<file path="src/rtl/gwwa_pkg.sv">
// Shared types and constants for the geometric weighted window average block.
`timescale 1ns / 1ps
`default_nettype none

package gwwa_pkg;

  // Fixed field widths
  localparam int CONF_W  = 16;  // Q4.12 confidence
  localparam int ALPHA_W = 16;  // Q0.16 alpha
  localparam int WLEN_W  = 5;   // window length register
  localparam int CLS_W   = 3;   // class index on the result channel
  localparam int IN_CLASSES = 8;  // confidence ports on the input channel
  localparam int W_W     = 17;  // Q1.16 weight
  localparam int MUL_W   = 2 * W_W;
  localparam int CFG_IDX_W = 1;

  localparam logic [W_W-1:0] ONE_Q16 = 17'h10000;

  // Register indexes on the configuration port
  localparam logic [CFG_IDX_W-1:0] REG_ALPHA = 1'd0;
  localparam logic [CFG_IDX_W-1:0] REG_WLEN  = 1'd1;

  // Register reset values
  localparam logic [ALPHA_W-1:0] ALPHA_RST = 16'd13107;
  localparam logic [WLEN_W-1:0]  WLEN_RST  = 5'd10;

  // Sequencer states
  typedef enum logic [7:0] {
    S_IDLE  = 8'b0000_0001,
    S_WRITE = 8'b0000_0010,
    S_START = 8'b0000_0100,
    S_MULC  = 8'b0000_1000,
    S_ACC   = 8'b0001_0000,
    S_WUPD  = 8'b0010_0000,
    S_DIV   = 8'b0100_0000,
    S_OUT   = 8'b1000_0000
  } state_t;

endpackage

`default_nettype wire

</file>
<file path="src/rtl/gwwa_ram.sv">
// Generic single-write, single-read RAM with registered read data.
`timescale 1ns / 1ps
`default_nettype none

module gwwa_ram #(
  parameter int WIDTH = 16,
  parameter int DEPTH = 128
) (
  input  wire logic                                  clk,
  input  wire logic                                  wr_en,
  input  wire logic [(DEPTH > 1 ? $clog2(DEPTH) : 1)-1:0] wr_addr,
  input  wire logic [WIDTH-1:0]                      wr_data,
  input  wire logic [(DEPTH > 1 ? $clog2(DEPTH) : 1)-1:0] rd_addr,
  output logic      [WIDTH-1:0]                      rd_data
);

  logic [WIDTH-1:0] mem [DEPTH];

  // Write port and registered read port
  always_ff @(posedge clk) begin
    if (wr_en) begin
      mem[wr_addr] <= wr_data;
    end
    rd_data <= mem[rd_addr];
  end

endmodule

`default_nettype wire

</file>
<file path="src/rtl/geometric_weighted_window_average.sv">
// Top level: per-class geometric weighted average over a window of recent frames.
`timescale 1ns / 1ps
`default_nettype none

// Each accepted frame is stored in a circular history RAM (one 16-bit confidence per
// class per slot, 0 for absent classes), then every present class is averaged over the
// frames held, newest first, with weights 1, beta, beta^2, ... where beta = 1 - alpha
// (Q1.16, each weight truncated). Results come out in ascending class order; the last
// one of a frame carries last_of_frame. A frame is first stored class by class; then
// each present class steps through the frames held with a multiply, accumulate and
// weight-update step per frame on the single shared 17x17 multiplier and the one RAM
// read port, runs the restoring divider and waits in the output state until the output
// register is free. A frame with no class present produces no result. in_ready is
// high only between frames; a finished result may still wait in the output register
// while the next frame is taken. The history RAM needs no clearing after reset.
module geometric_weighted_window_average #(
  parameter int MAX_WINDOW  = 16,
  parameter int NUM_CLASSES = 8
) (
  input  wire logic                              clk,
  input  wire logic                              rst_n,
  // Input frame channel
  input  wire logic                              in_valid,
  output logic                                   in_ready,
  input  wire logic [gwwa_pkg::CONF_W-1:0]       in_conf_class0,
  input  wire logic [gwwa_pkg::CONF_W-1:0]       in_conf_class1,
  input  wire logic [gwwa_pkg::CONF_W-1:0]       in_conf_class2,
  input  wire logic [gwwa_pkg::CONF_W-1:0]       in_conf_class3,
  input  wire logic [gwwa_pkg::CONF_W-1:0]       in_conf_class4,
  input  wire logic [gwwa_pkg::CONF_W-1:0]       in_conf_class5,
  input  wire logic [gwwa_pkg::CONF_W-1:0]       in_conf_class6,
  input  wire logic [gwwa_pkg::CONF_W-1:0]       in_conf_class7,
  input  wire logic [gwwa_pkg::IN_CLASSES-1:0]   in_present_mask,
  // Result channel
  output logic                                   out_valid,
  input  wire logic                              out_ready,
  output logic      [gwwa_pkg::CLS_W-1:0]        out_class_index,
  output logic      [gwwa_pkg::CONF_W-1:0]       out_smoothed_conf,
  output logic                                   out_last_of_frame,
  // Configuration write channel
  input  wire logic                              cfg_valid,
  output logic                                   cfg_ready,
  input  wire logic [gwwa_pkg::CFG_IDX_W-1:0]    cfg_index,
  input  wire logic [gwwa_pkg::ALPHA_W-1:0]      cfg_data
);

  localparam int CONF_W = gwwa_pkg::CONF_W;
  localparam int W_W    = gwwa_pkg::W_W;
  localparam int CLS_W  = gwwa_pkg::CLS_W;
  localparam int DEPTH  = MAX_WINDOW * NUM_CLASSES;
  localparam int ADDR_W = DEPTH > 1 ? $clog2(DEPTH) : 1;
  localparam int SLOT_W = MAX_WINDOW > 1 ? $clog2(MAX_WINDOW) : 1;
  localparam int FH_W   = $clog2(MAX_WINDOW + 1);
  localparam int FHX_W  = FH_W + 1;
  localparam int CK_W   = NUM_CLASSES > 1 ? $clog2(NUM_CLASSES) : 1;
  localparam int BOT_W  = W_W + FH_W;       // sum of weights
  localparam int TOP_W  = BOT_W + CONF_W;   // sum of confidence times weight
  localparam int MUL_W  = gwwa_pkg::MUL_W;

  gwwa_pkg::state_t state_r, state_nxt;

  logic [gwwa_pkg::ALPHA_W-1:0] alpha_r;
  logic [gwwa_pkg::WLEN_W-1:0]  wlen_r;
  logic [FH_W-1:0]              frames_held_r;
  logic [SLOT_W-1:0]            newest_slot_r;

  logic [CONF_W-1:0]      conf_r [NUM_CLASSES];
  logic [NUM_CLASSES-1:0] pend_r;
  logic [CK_W-1:0]        wr_k_r;
  logic [CLS_W-1:0]       cls_r;
  logic [FH_W-1:0]        j_r;
  logic [SLOT_W-1:0]      rd_slot_r;
  logic [W_W-1:0]         w_r;
  logic [MUL_W-1:0]       prod_r;
  logic [TOP_W-1:0]       top_r;
  logic [BOT_W-1:0]       bot_r;
  logic [BOT_W-1:0]       rem_r;
  logic [CONF_W-1:0]      quo_r;
  logic [3:0]             div_cnt_r;
  logic                   out_valid_r;

  logic [CONF_W-1:0] in_conf_all [gwwa_pkg::IN_CLASSES];

  assign in_conf_all[0] = in_conf_class0;
  assign in_conf_all[1] = in_conf_class1;
  assign in_conf_all[2] = in_conf_class2;
  assign in_conf_all[3] = in_conf_class3;
  assign in_conf_all[4] = in_conf_class4;
  assign in_conf_all[5] = in_conf_class5;
  assign in_conf_all[6] = in_conf_class6;
  assign in_conf_all[7] = in_conf_class7;

  // Handshakes
  logic in_fire, out_fire, cfg_fire, out_load;

  assign in_ready  = (state_r == gwwa_pkg::S_IDLE);
  assign cfg_ready = 1'b1;
  assign out_valid = out_valid_r;
  assign in_fire   = in_valid & in_ready;
  assign out_fire  = out_valid_r & out_ready;
  assign cfg_fire  = cfg_valid & cfg_ready;
  assign out_load  = (state_r == gwwa_pkg::S_OUT) & (~out_valid_r | out_ready);

  // Effective window: zero counts as one, saturate at MAX_WINDOW
  logic [FHX_W-1:0] n_eff, fh_inc, fh_nxt;

  always_comb begin
    if (wlen_r == '0) begin
      n_eff = FHX_W'(1);
    end else if (32'(wlen_r) > MAX_WINDOW) begin
      n_eff = FHX_W'(MAX_WINDOW);
    end else begin
      n_eff = FHX_W'(wlen_r);
    end
    fh_inc = {1'b0, frames_held_r} + FHX_W'(1);
    fh_nxt = (fh_inc > n_eff) ? n_eff : fh_inc;
  end

  // Slot arithmetic around the circular buffer
  logic [SLOT_W-1:0] slot_inc, slot_dec;

  assign slot_inc = (32'(newest_slot_r) == MAX_WINDOW - 1) ? '0 : newest_slot_r + SLOT_W'(1);
  assign slot_dec = (rd_slot_r == '0) ? SLOT_W'(MAX_WINDOW - 1) : rd_slot_r - SLOT_W'(1);

  // Lowest pending class and whether it is the last of the frame
  logic [CLS_W-1:0]       low_idx;
  logic [NUM_CLASSES-1:0] cur_bit;
  logic                   is_last;

  always_comb begin
    low_idx = '0;
    cur_bit = '0;
    for (int i = NUM_CLASSES - 1; i >= 0; i--) begin
      if (pend_r[i]) begin
        low_idx = CLS_W'(i);
      end
    end
    for (int i = 0; i < NUM_CLASSES; i++) begin
      cur_bit[i] = (32'(cls_r) == i);
    end
    is_last = ((pend_r & ~cur_bit) == '0);
  end

  // History RAM ports
  logic              ram_we;
  logic [ADDR_W-1:0] ram_waddr, ram_raddr;
  logic [CONF_W-1:0] ram_wdata, ram_rdata;

  assign ram_we    = (state_r == gwwa_pkg::S_WRITE);
  assign ram_waddr = ADDR_W'(32'(newest_slot_r) * NUM_CLASSES + 32'(wr_k_r));
  assign ram_wdata = pend_r[wr_k_r] ? conf_r[wr_k_r] : '0;
  assign ram_raddr = (state_r == gwwa_pkg::S_START)
                   ? ADDR_W'(32'(newest_slot_r) * NUM_CLASSES + 32'(low_idx))
                   : ADDR_W'(32'(slot_dec) * NUM_CLASSES + 32'(cls_r));

  gwwa_ram #(
    .WIDTH (CONF_W),
    .DEPTH (DEPTH)
  ) u_hist_ram (
    .clk     (clk),
    .wr_en   (ram_we),
    .wr_addr (ram_waddr),
    .wr_data (ram_wdata),
    .rd_addr (ram_raddr),
    .rd_data (ram_rdata)
  );

  // Shared multiplier: confidence times weight, or weight times beta
  logic [W_W-1:0]   beta, mul_a, mul_b;
  logic [MUL_W-1:0] mul_p;

  assign beta  = gwwa_pkg::ONE_Q16 - {1'b0, alpha_r};
  assign mul_a = (state_r == gwwa_pkg::S_MULC) ? {1'b0, ram_rdata} : w_r;
  assign mul_b = (state_r == gwwa_pkg::S_MULC) ? w_r : beta;
  assign mul_p = mul_a * mul_b;

  // Restoring divider step, one quotient bit per cycle
  logic [BOT_W:0]   div_trial, div_diff;
  logic             div_ge;
  logic [BOT_W-1:0] rem_step;

  assign div_trial = {rem_r, quo_r[CONF_W-1]};
  assign div_diff  = div_trial - {1'b0, bot_r};
  assign div_ge    = (div_trial >= {1'b0, bot_r});
  assign rem_step  = div_ge ? div_diff[BOT_W-1:0] : div_trial[BOT_W-1:0];

  // Sequencer
  always_comb begin
    state_nxt = state_r;
    case (state_r)
      gwwa_pkg::S_IDLE:  if (in_fire) state_nxt = gwwa_pkg::S_WRITE;
      gwwa_pkg::S_WRITE: if (32'(wr_k_r) == NUM_CLASSES - 1) state_nxt = gwwa_pkg::S_START;
      gwwa_pkg::S_START: state_nxt = (pend_r == '0) ? gwwa_pkg::S_IDLE : gwwa_pkg::S_MULC;
      gwwa_pkg::S_MULC:  state_nxt = gwwa_pkg::S_ACC;
      gwwa_pkg::S_ACC:   state_nxt = gwwa_pkg::S_WUPD;
      gwwa_pkg::S_WUPD:  state_nxt = (j_r == frames_held_r) ? gwwa_pkg::S_DIV
                                                            : gwwa_pkg::S_MULC;
      gwwa_pkg::S_DIV:   if (div_cnt_r == 4'd15) state_nxt = gwwa_pkg::S_OUT;
      gwwa_pkg::S_OUT:   if (out_load) state_nxt = gwwa_pkg::S_START;
      default:           state_nxt = gwwa_pkg::S_IDLE;
    endcase
  end

  // Control state
  always_ff @(posedge clk) begin
    if (!rst_n) begin
      state_r       <= gwwa_pkg::S_IDLE;
      alpha_r       <= gwwa_pkg::ALPHA_RST;
      wlen_r        <= gwwa_pkg::WLEN_RST;
      frames_held_r <= '0;
      newest_slot_r <= '0;
      out_valid_r   <= 1'b0;
    end else begin
      state_r <= state_nxt;
      if (cfg_fire) begin
        case (cfg_index)
          gwwa_pkg::REG_ALPHA: alpha_r <= cfg_data;
          gwwa_pkg::REG_WLEN:  wlen_r  <= cfg_data[gwwa_pkg::WLEN_W-1:0];
          default: ;
        endcase
      end
      if (in_fire) begin
        frames_held_r <= fh_nxt[FH_W-1:0];
        newest_slot_r <= slot_inc;
      end
      if (out_load) begin
        out_valid_r <= 1'b1;
      end else if (out_fire) begin
        out_valid_r <= 1'b0;
      end
    end
  end

  // Datapath
  always_ff @(posedge clk) begin
    case (state_r)
      gwwa_pkg::S_IDLE: begin
        if (in_fire) begin
          for (int k = 0; k < NUM_CLASSES; k++) begin
            conf_r[k] <= in_conf_all[k];
          end
          pend_r <= in_present_mask[NUM_CLASSES-1:0];
          wr_k_r <= '0;
        end
      end
      gwwa_pkg::S_WRITE: begin
        wr_k_r <= wr_k_r + CK_W'(1);
      end
      gwwa_pkg::S_START: begin
        cls_r     <= low_idx;
        j_r       <= '0;
        rd_slot_r <= newest_slot_r;
        w_r       <= gwwa_pkg::ONE_Q16;
        top_r     <= '0;
        bot_r     <= '0;
      end
      gwwa_pkg::S_MULC: begin
        prod_r <= mul_p;
      end
      gwwa_pkg::S_ACC: begin
        top_r  <= top_r + TOP_W'(prod_r);
        bot_r  <= bot_r + BOT_W'(w_r);
        prod_r <= mul_p;
        j_r    <= j_r + FH_W'(1);
      end
      gwwa_pkg::S_WUPD: begin
        w_r       <= prod_r[W_W+15:16];
        rd_slot_r <= slot_dec;
        rem_r     <= top_r[TOP_W-1:CONF_W];
        quo_r     <= top_r[CONF_W-1:0];
        div_cnt_r <= '0;
      end
      gwwa_pkg::S_DIV: begin
        rem_r     <= rem_step;
        quo_r     <= {quo_r[CONF_W-2:0], div_ge};
        div_cnt_r <= div_cnt_r + 4'd1;
      end
      gwwa_pkg::S_OUT: begin
        if (out_load) begin
          out_class_index   <= cls_r;
          out_smoothed_conf <= quo_r;
          out_last_of_frame <= is_last;
          pend_r            <= pend_r & ~cur_bit;
        end
      end
      default: ;
    endcase
  end

  // Checks
  a_state_onehot: assert property (@(posedge clk) disable iff (!rst_n)
    $onehot(state_r))
    else $error("sequencer state not one-hot");

  a_accept_writes: assert property (@(posedge clk) disable iff (!rst_n)
    in_fire |=> (state_r == gwwa_pkg::S_WRITE) && (frames_held_r != '0))
    else $error("accepted frame did not start the store phase");

  a_held_bound: assert property (@(posedge clk) disable iff (!rst_n)
    32'(frames_held_r) <= MAX_WINDOW)
    else $error("frames held exceeds the window depth");

  a_walk_bound: assert property (@(posedge clk) disable iff (!rst_n)
    (state_r == gwwa_pkg::S_WUPD) |-> (j_r <= frames_held_r) && (j_r != '0))
    else $error("window walk ran past the frames held");

  a_div_rem: assert property (@(posedge clk) disable iff (!rst_n)
    (state_r == gwwa_pkg::S_DIV) |-> (rem_r < bot_r))
    else $error("divider remainder not below the divisor");

endmodule

`default_nettype wire

</file>
<file path="config.mk">
export PLATFORM = sky130hd
export DESIGN_NAME = geometric_weighted_window_average
export DESIGN_NICKNAME = d
export VERILOG_FILES = /design/src/rtl/gwwa_pkg.sv /design/src/rtl/gwwa_ram.sv /design/src/rtl/geometric_weighted_window_average.sv
export SDC_FILE = /design/constraint.sdc
export NUM_CORES = 2
export LEC_CHECK = 0
export BUFFER_PORTS_ARGS = -buffer_cell sky130_fd_sc_hd__buf_2
export CAP_MARGIN = 10
export CELL_PAD_IN_SITES_DETAIL_PLACEMENT = 1
export CELL_PAD_IN_SITES_GLOBAL_PLACEMENT = 2
export CORE_MARGIN = 2
export CORE_UTILIZATION = 49
export CTS_CLUSTER_SIZE = 10
export DETAILED_ROUTE_END_ITERATION = 8
export PLACE_DENSITY_LB_ADDON = 0.1
export SYNTH_ARGS = -nofsm -noshare
export SYNTH_HDL_FRONTEND = slang
export SYNTH_SLANG_ARGS = --single-unit
</file>
<file path="constraint.sdc">
create_clock -name clk -period 12.7 [get_ports clk]
set_input_delay 2.54 -clock clk [delete_from_list [all_inputs] [get_ports clk]]
set_output_delay 2.54 -clock clk [all_outputs]
set_load 0.05 [all_outputs]
</file>
==> metrics <==
status completed; final hold violation count 0; Final Util 0.550; port bufs 179; arrival time at the worst endpoint 10.31 ns; crit path time final slightly below 10 ns; worst setup path class reg -> reg; first-pass GRT wire length 508000 um; R2R Setup Slk 3.00 ns; CP Buf/Inv Count 5; vias in the first global route approximately 73000; flops & latches, synth 2430; Ports 181; Commonest cells post-synth edfxtp_1, nand2_1, nand3_1; Post-synth EDFFs 2372; P_sw 4.16 mW; largest net degree at the start of global routing about 140; Mapped Cells 8315; post-CTS sizing 0; GPL Wtd Cong slightly below 0.9; CP top delay family adder cells; area leader, netlist edfxtp_1; max-slew violation count 0; Req. time, crit path 13.31 ns; GRT Overall Usage 0.308; drt drc 0; dpl ws 3.04 ns; R2R cell count 27; WHS Endpoint out_smoothed_conf[10]$_DFFE_PP_; Area after DPL 0.114 mm2; worst min-delay path category reg -> reg; fin crit share 0.764; Critical Path Source Type flop; Internal Pwr Total 13.9 mW; CTS tree yes; Synth top area share 0.654; worst r2r src state_r[7]$_SDFFE_PN0P_; fin nets 9232; Synth warnings 0; # H-tree levels 5; dominant cells by area after synthesis edfxtp_1, nand2_1, fa_1, nand3_1, mux4_2; Rel. slew slack 0.128; Post-CTS Hold Fix Bufs 0; Cell Area, Synth 0.109 mm2; 1st-iter DRT viols 7570; switching portion of total power 0.230; area grow syn2layout 12.0%; CP Capture Type flop; CTS clk-pin slew, worst paths about 0.060 ns; Hold Crit Depth 0; antenna violations before repair 26; Die Width 475 um; Post-synth top flop edfxtp_1; initial cell density of the core 0.491; DR vias/cell 6.07; Via Count 71174; number of buffers created by CTS 300; DP Cell Count 11321; Mapped Nets 8897; ys async rst share 0; maximum vdd drop 0.160 mV; clock share of power 0.410; hold_sp quo_r[10]$_DFFE_PP_; core area 0.222 mm2; clock latency on the worst-skew pair 0.95 ns; router iterations before antenna repair 6; Clock Path Buffers 4; Die ar. between 0.2 and 0.25 mm2; root buf cell clkbuf_16; fmax 103 MHz; Slew @ Worst Pin 1.27 ns; RSZ-0062 raised after global routing no; Final setup viols 0; Largest stage delay, worst path ~0.84 ns; most common cell in the netlist edfxtp_1; Mapped Avg Cell Area 13.1 um2; post-synth cell types 88; Max-Cap Viols 0; Leakage 44.4 nW; Post-DP HPWL 224000 um; fraction of layout cells with a size suffix above 1 0.113; die height 475 um; Seq pwr share 0.523; CP Max Fanout 49; final worst slack 3.00 ns; total negative slack 0 ns; sequential share of the synthesized area 0.665; fillers around 22000; setup bufs post-CTS 0; Comb pwr share 0.067; final cell count without fillers 11728; Slowest cell on crit path mux2i_1; PD cells 148 mW/mm2; # clock sinks 2430; Final Instance Area 0.122 mm2; FP Rows 173; Worst R2R End prod_r[27]$_DFFE_PP_; skew final 0.0800 ns; Detail Route Antenna Nets 0; DR WL/cell 29.8 um; drt total wl ~350000 um; Crit path top cell by count fa_1; gr ovfl total 0
cells in the final DEF, fill, tap and decap left out, types with 41 or more instances in the layout:
cell type  netlist  layout
edfxtp_1      2372    2372
nand2_1       1994    1993
nand3_1        677     677
nor2_1         412     387
inv_1          355     354
clkbuf_16        0     304
buf_4           46     260
fa_1           227     227
ha_1           197     197
buf_2          157     179
a21oi_1        177     176
mux4_2         138     138
mux2i_1        133     131
o21ai_0        119     119
and3_1         105     105
a311oi_1        87      87
a31oi_1         76      75
xnor2_1         70      70
clkbuf_1       169      68
nor3_1          59      58
a32oi_1         58      58
dfxtp_1         58      56
nand4_1         53      53
xor2_1          47      47
and2_1          46      46
a21o_1          46      46
a22oi_1         41      41
state kept, by name (all words and copies together) (netlist names), 8 cells and up, named ones only:
name / flops
u_hist_ram.rd_data: 16
out_smoothed_conf: 16
u_hist_ram.mem: 2048
w_r: 17
pend_r: 8
conf_r: 128
alpha_r: 16
quo_r: 16
prod_r: 34
state_r: 8
rem_r: 22
top_r: 38
bot_r: 22
routing by layer:
| metal | GRT usage | wire length, um | vias up |
|---|---|---|---|
| met4 | 0.112 | 13500 | 2 |
| li1 | - | - | 30771 |
| met3 | 0.0402 | 22600 | 612 |
| met1 | 0.426 | 145000 | 37111 |
| met2 | 0.503 | 169000 | 2678 |
| met5 | 0 | 13 | - |
power by group through the flow:
| stage | Clock (mW) | Combinational (mW) | Sequential, mW |
|---|---|---|---|
| 6_report | 7.40 | 1.21 | 9.45 |
| 5_1_grt | 7.75 | 1.26 | 9.45 |
| 4_1_cts | 7.49 | 1.19 | 9.45 |
| 3_5_place_dp | 0 | 1.19 | 9.61 |
| 3_3_place_gp | 0 | 1.14 | 9.60 |
| 2_1_floorplan | 0 | 0.507 | 9.67 |
cell type report:
class | instances | area (um2) | area share
Clock buffer | 374 | 7890 | 0.0647
Inverter | 356 | 1340 | 0.0110
Multi-Input combinational cell | 5111 | 33400 | 0.274
Tap cell | 2975 | 3720 | 0.0305
Sequential cell | 2430 | 72400 | 0.593
Timing Repair Buffer | 451 | 3100 | 0.0254
Clock inverter | 20 | 149 | 0.00122
Antenna cell | 11 | 27.5 | 0.000226
worst max path at each step:
stage / to / from / slack (ns) / depth (start not counted)
floorplan: prod_r[27]$_DFFE_PP_ / state_r[7]$_SDFFE_PN0P_ / 4.55 / 31
detailed placement: prod_r[27]$_DFFE_PP_ / state_r[7]$_SDFFE_PN0P_ / 3.04 / 27
global placement: prod_r[31]$_DFFE_PP_ / state_r[7]$_SDFFE_PN0P_ / 3.31 / 26
CTS: prod_r[27]$_DFFE_PP_ / state_r[7]$_SDFFE_PN0P_ / 3.00 / 27
finish: prod_r[27]$_DFFE_PP_ / state_r[7]$_SDFFE_PN0P_ / 3.00 / 27
global route: prod_r[27]$_DFFE_PP_ / state_r[7]$_SDFFE_PN0P_ / 2.50 / 27
metrics by stage:
stage	power, mW	hold WS [ns]
3_3_place_gp	10.7	0.430
5_1_grt	18.5	0.431
3_5_place_dp	10.8	0.437
4_1_cts	18.1	0.422
2_1_floorplan	10.2	0.424
6_report	18.1	0.433
cells by family after synthesis:
| logic type | count (synthesis) | synth area share |
|---|---|---|
| other | 1 | 0.0000344 |
| adders and majority gates | 424 | 0.0644 |
| muxes | 279 | 0.0416 |
| xor gates and xnor gates | 117 | 0.00941 |
| and+or+nand+nor | 3484 | 0.137 |
| DFF | 2430 | 0.665 |
| buffers and inverters | 774 | 0.0315 |
| AOI/OAI and AO/OA | 806 | 0.0509 |
No activity file was read; power rests on OpenSTA's default activity.
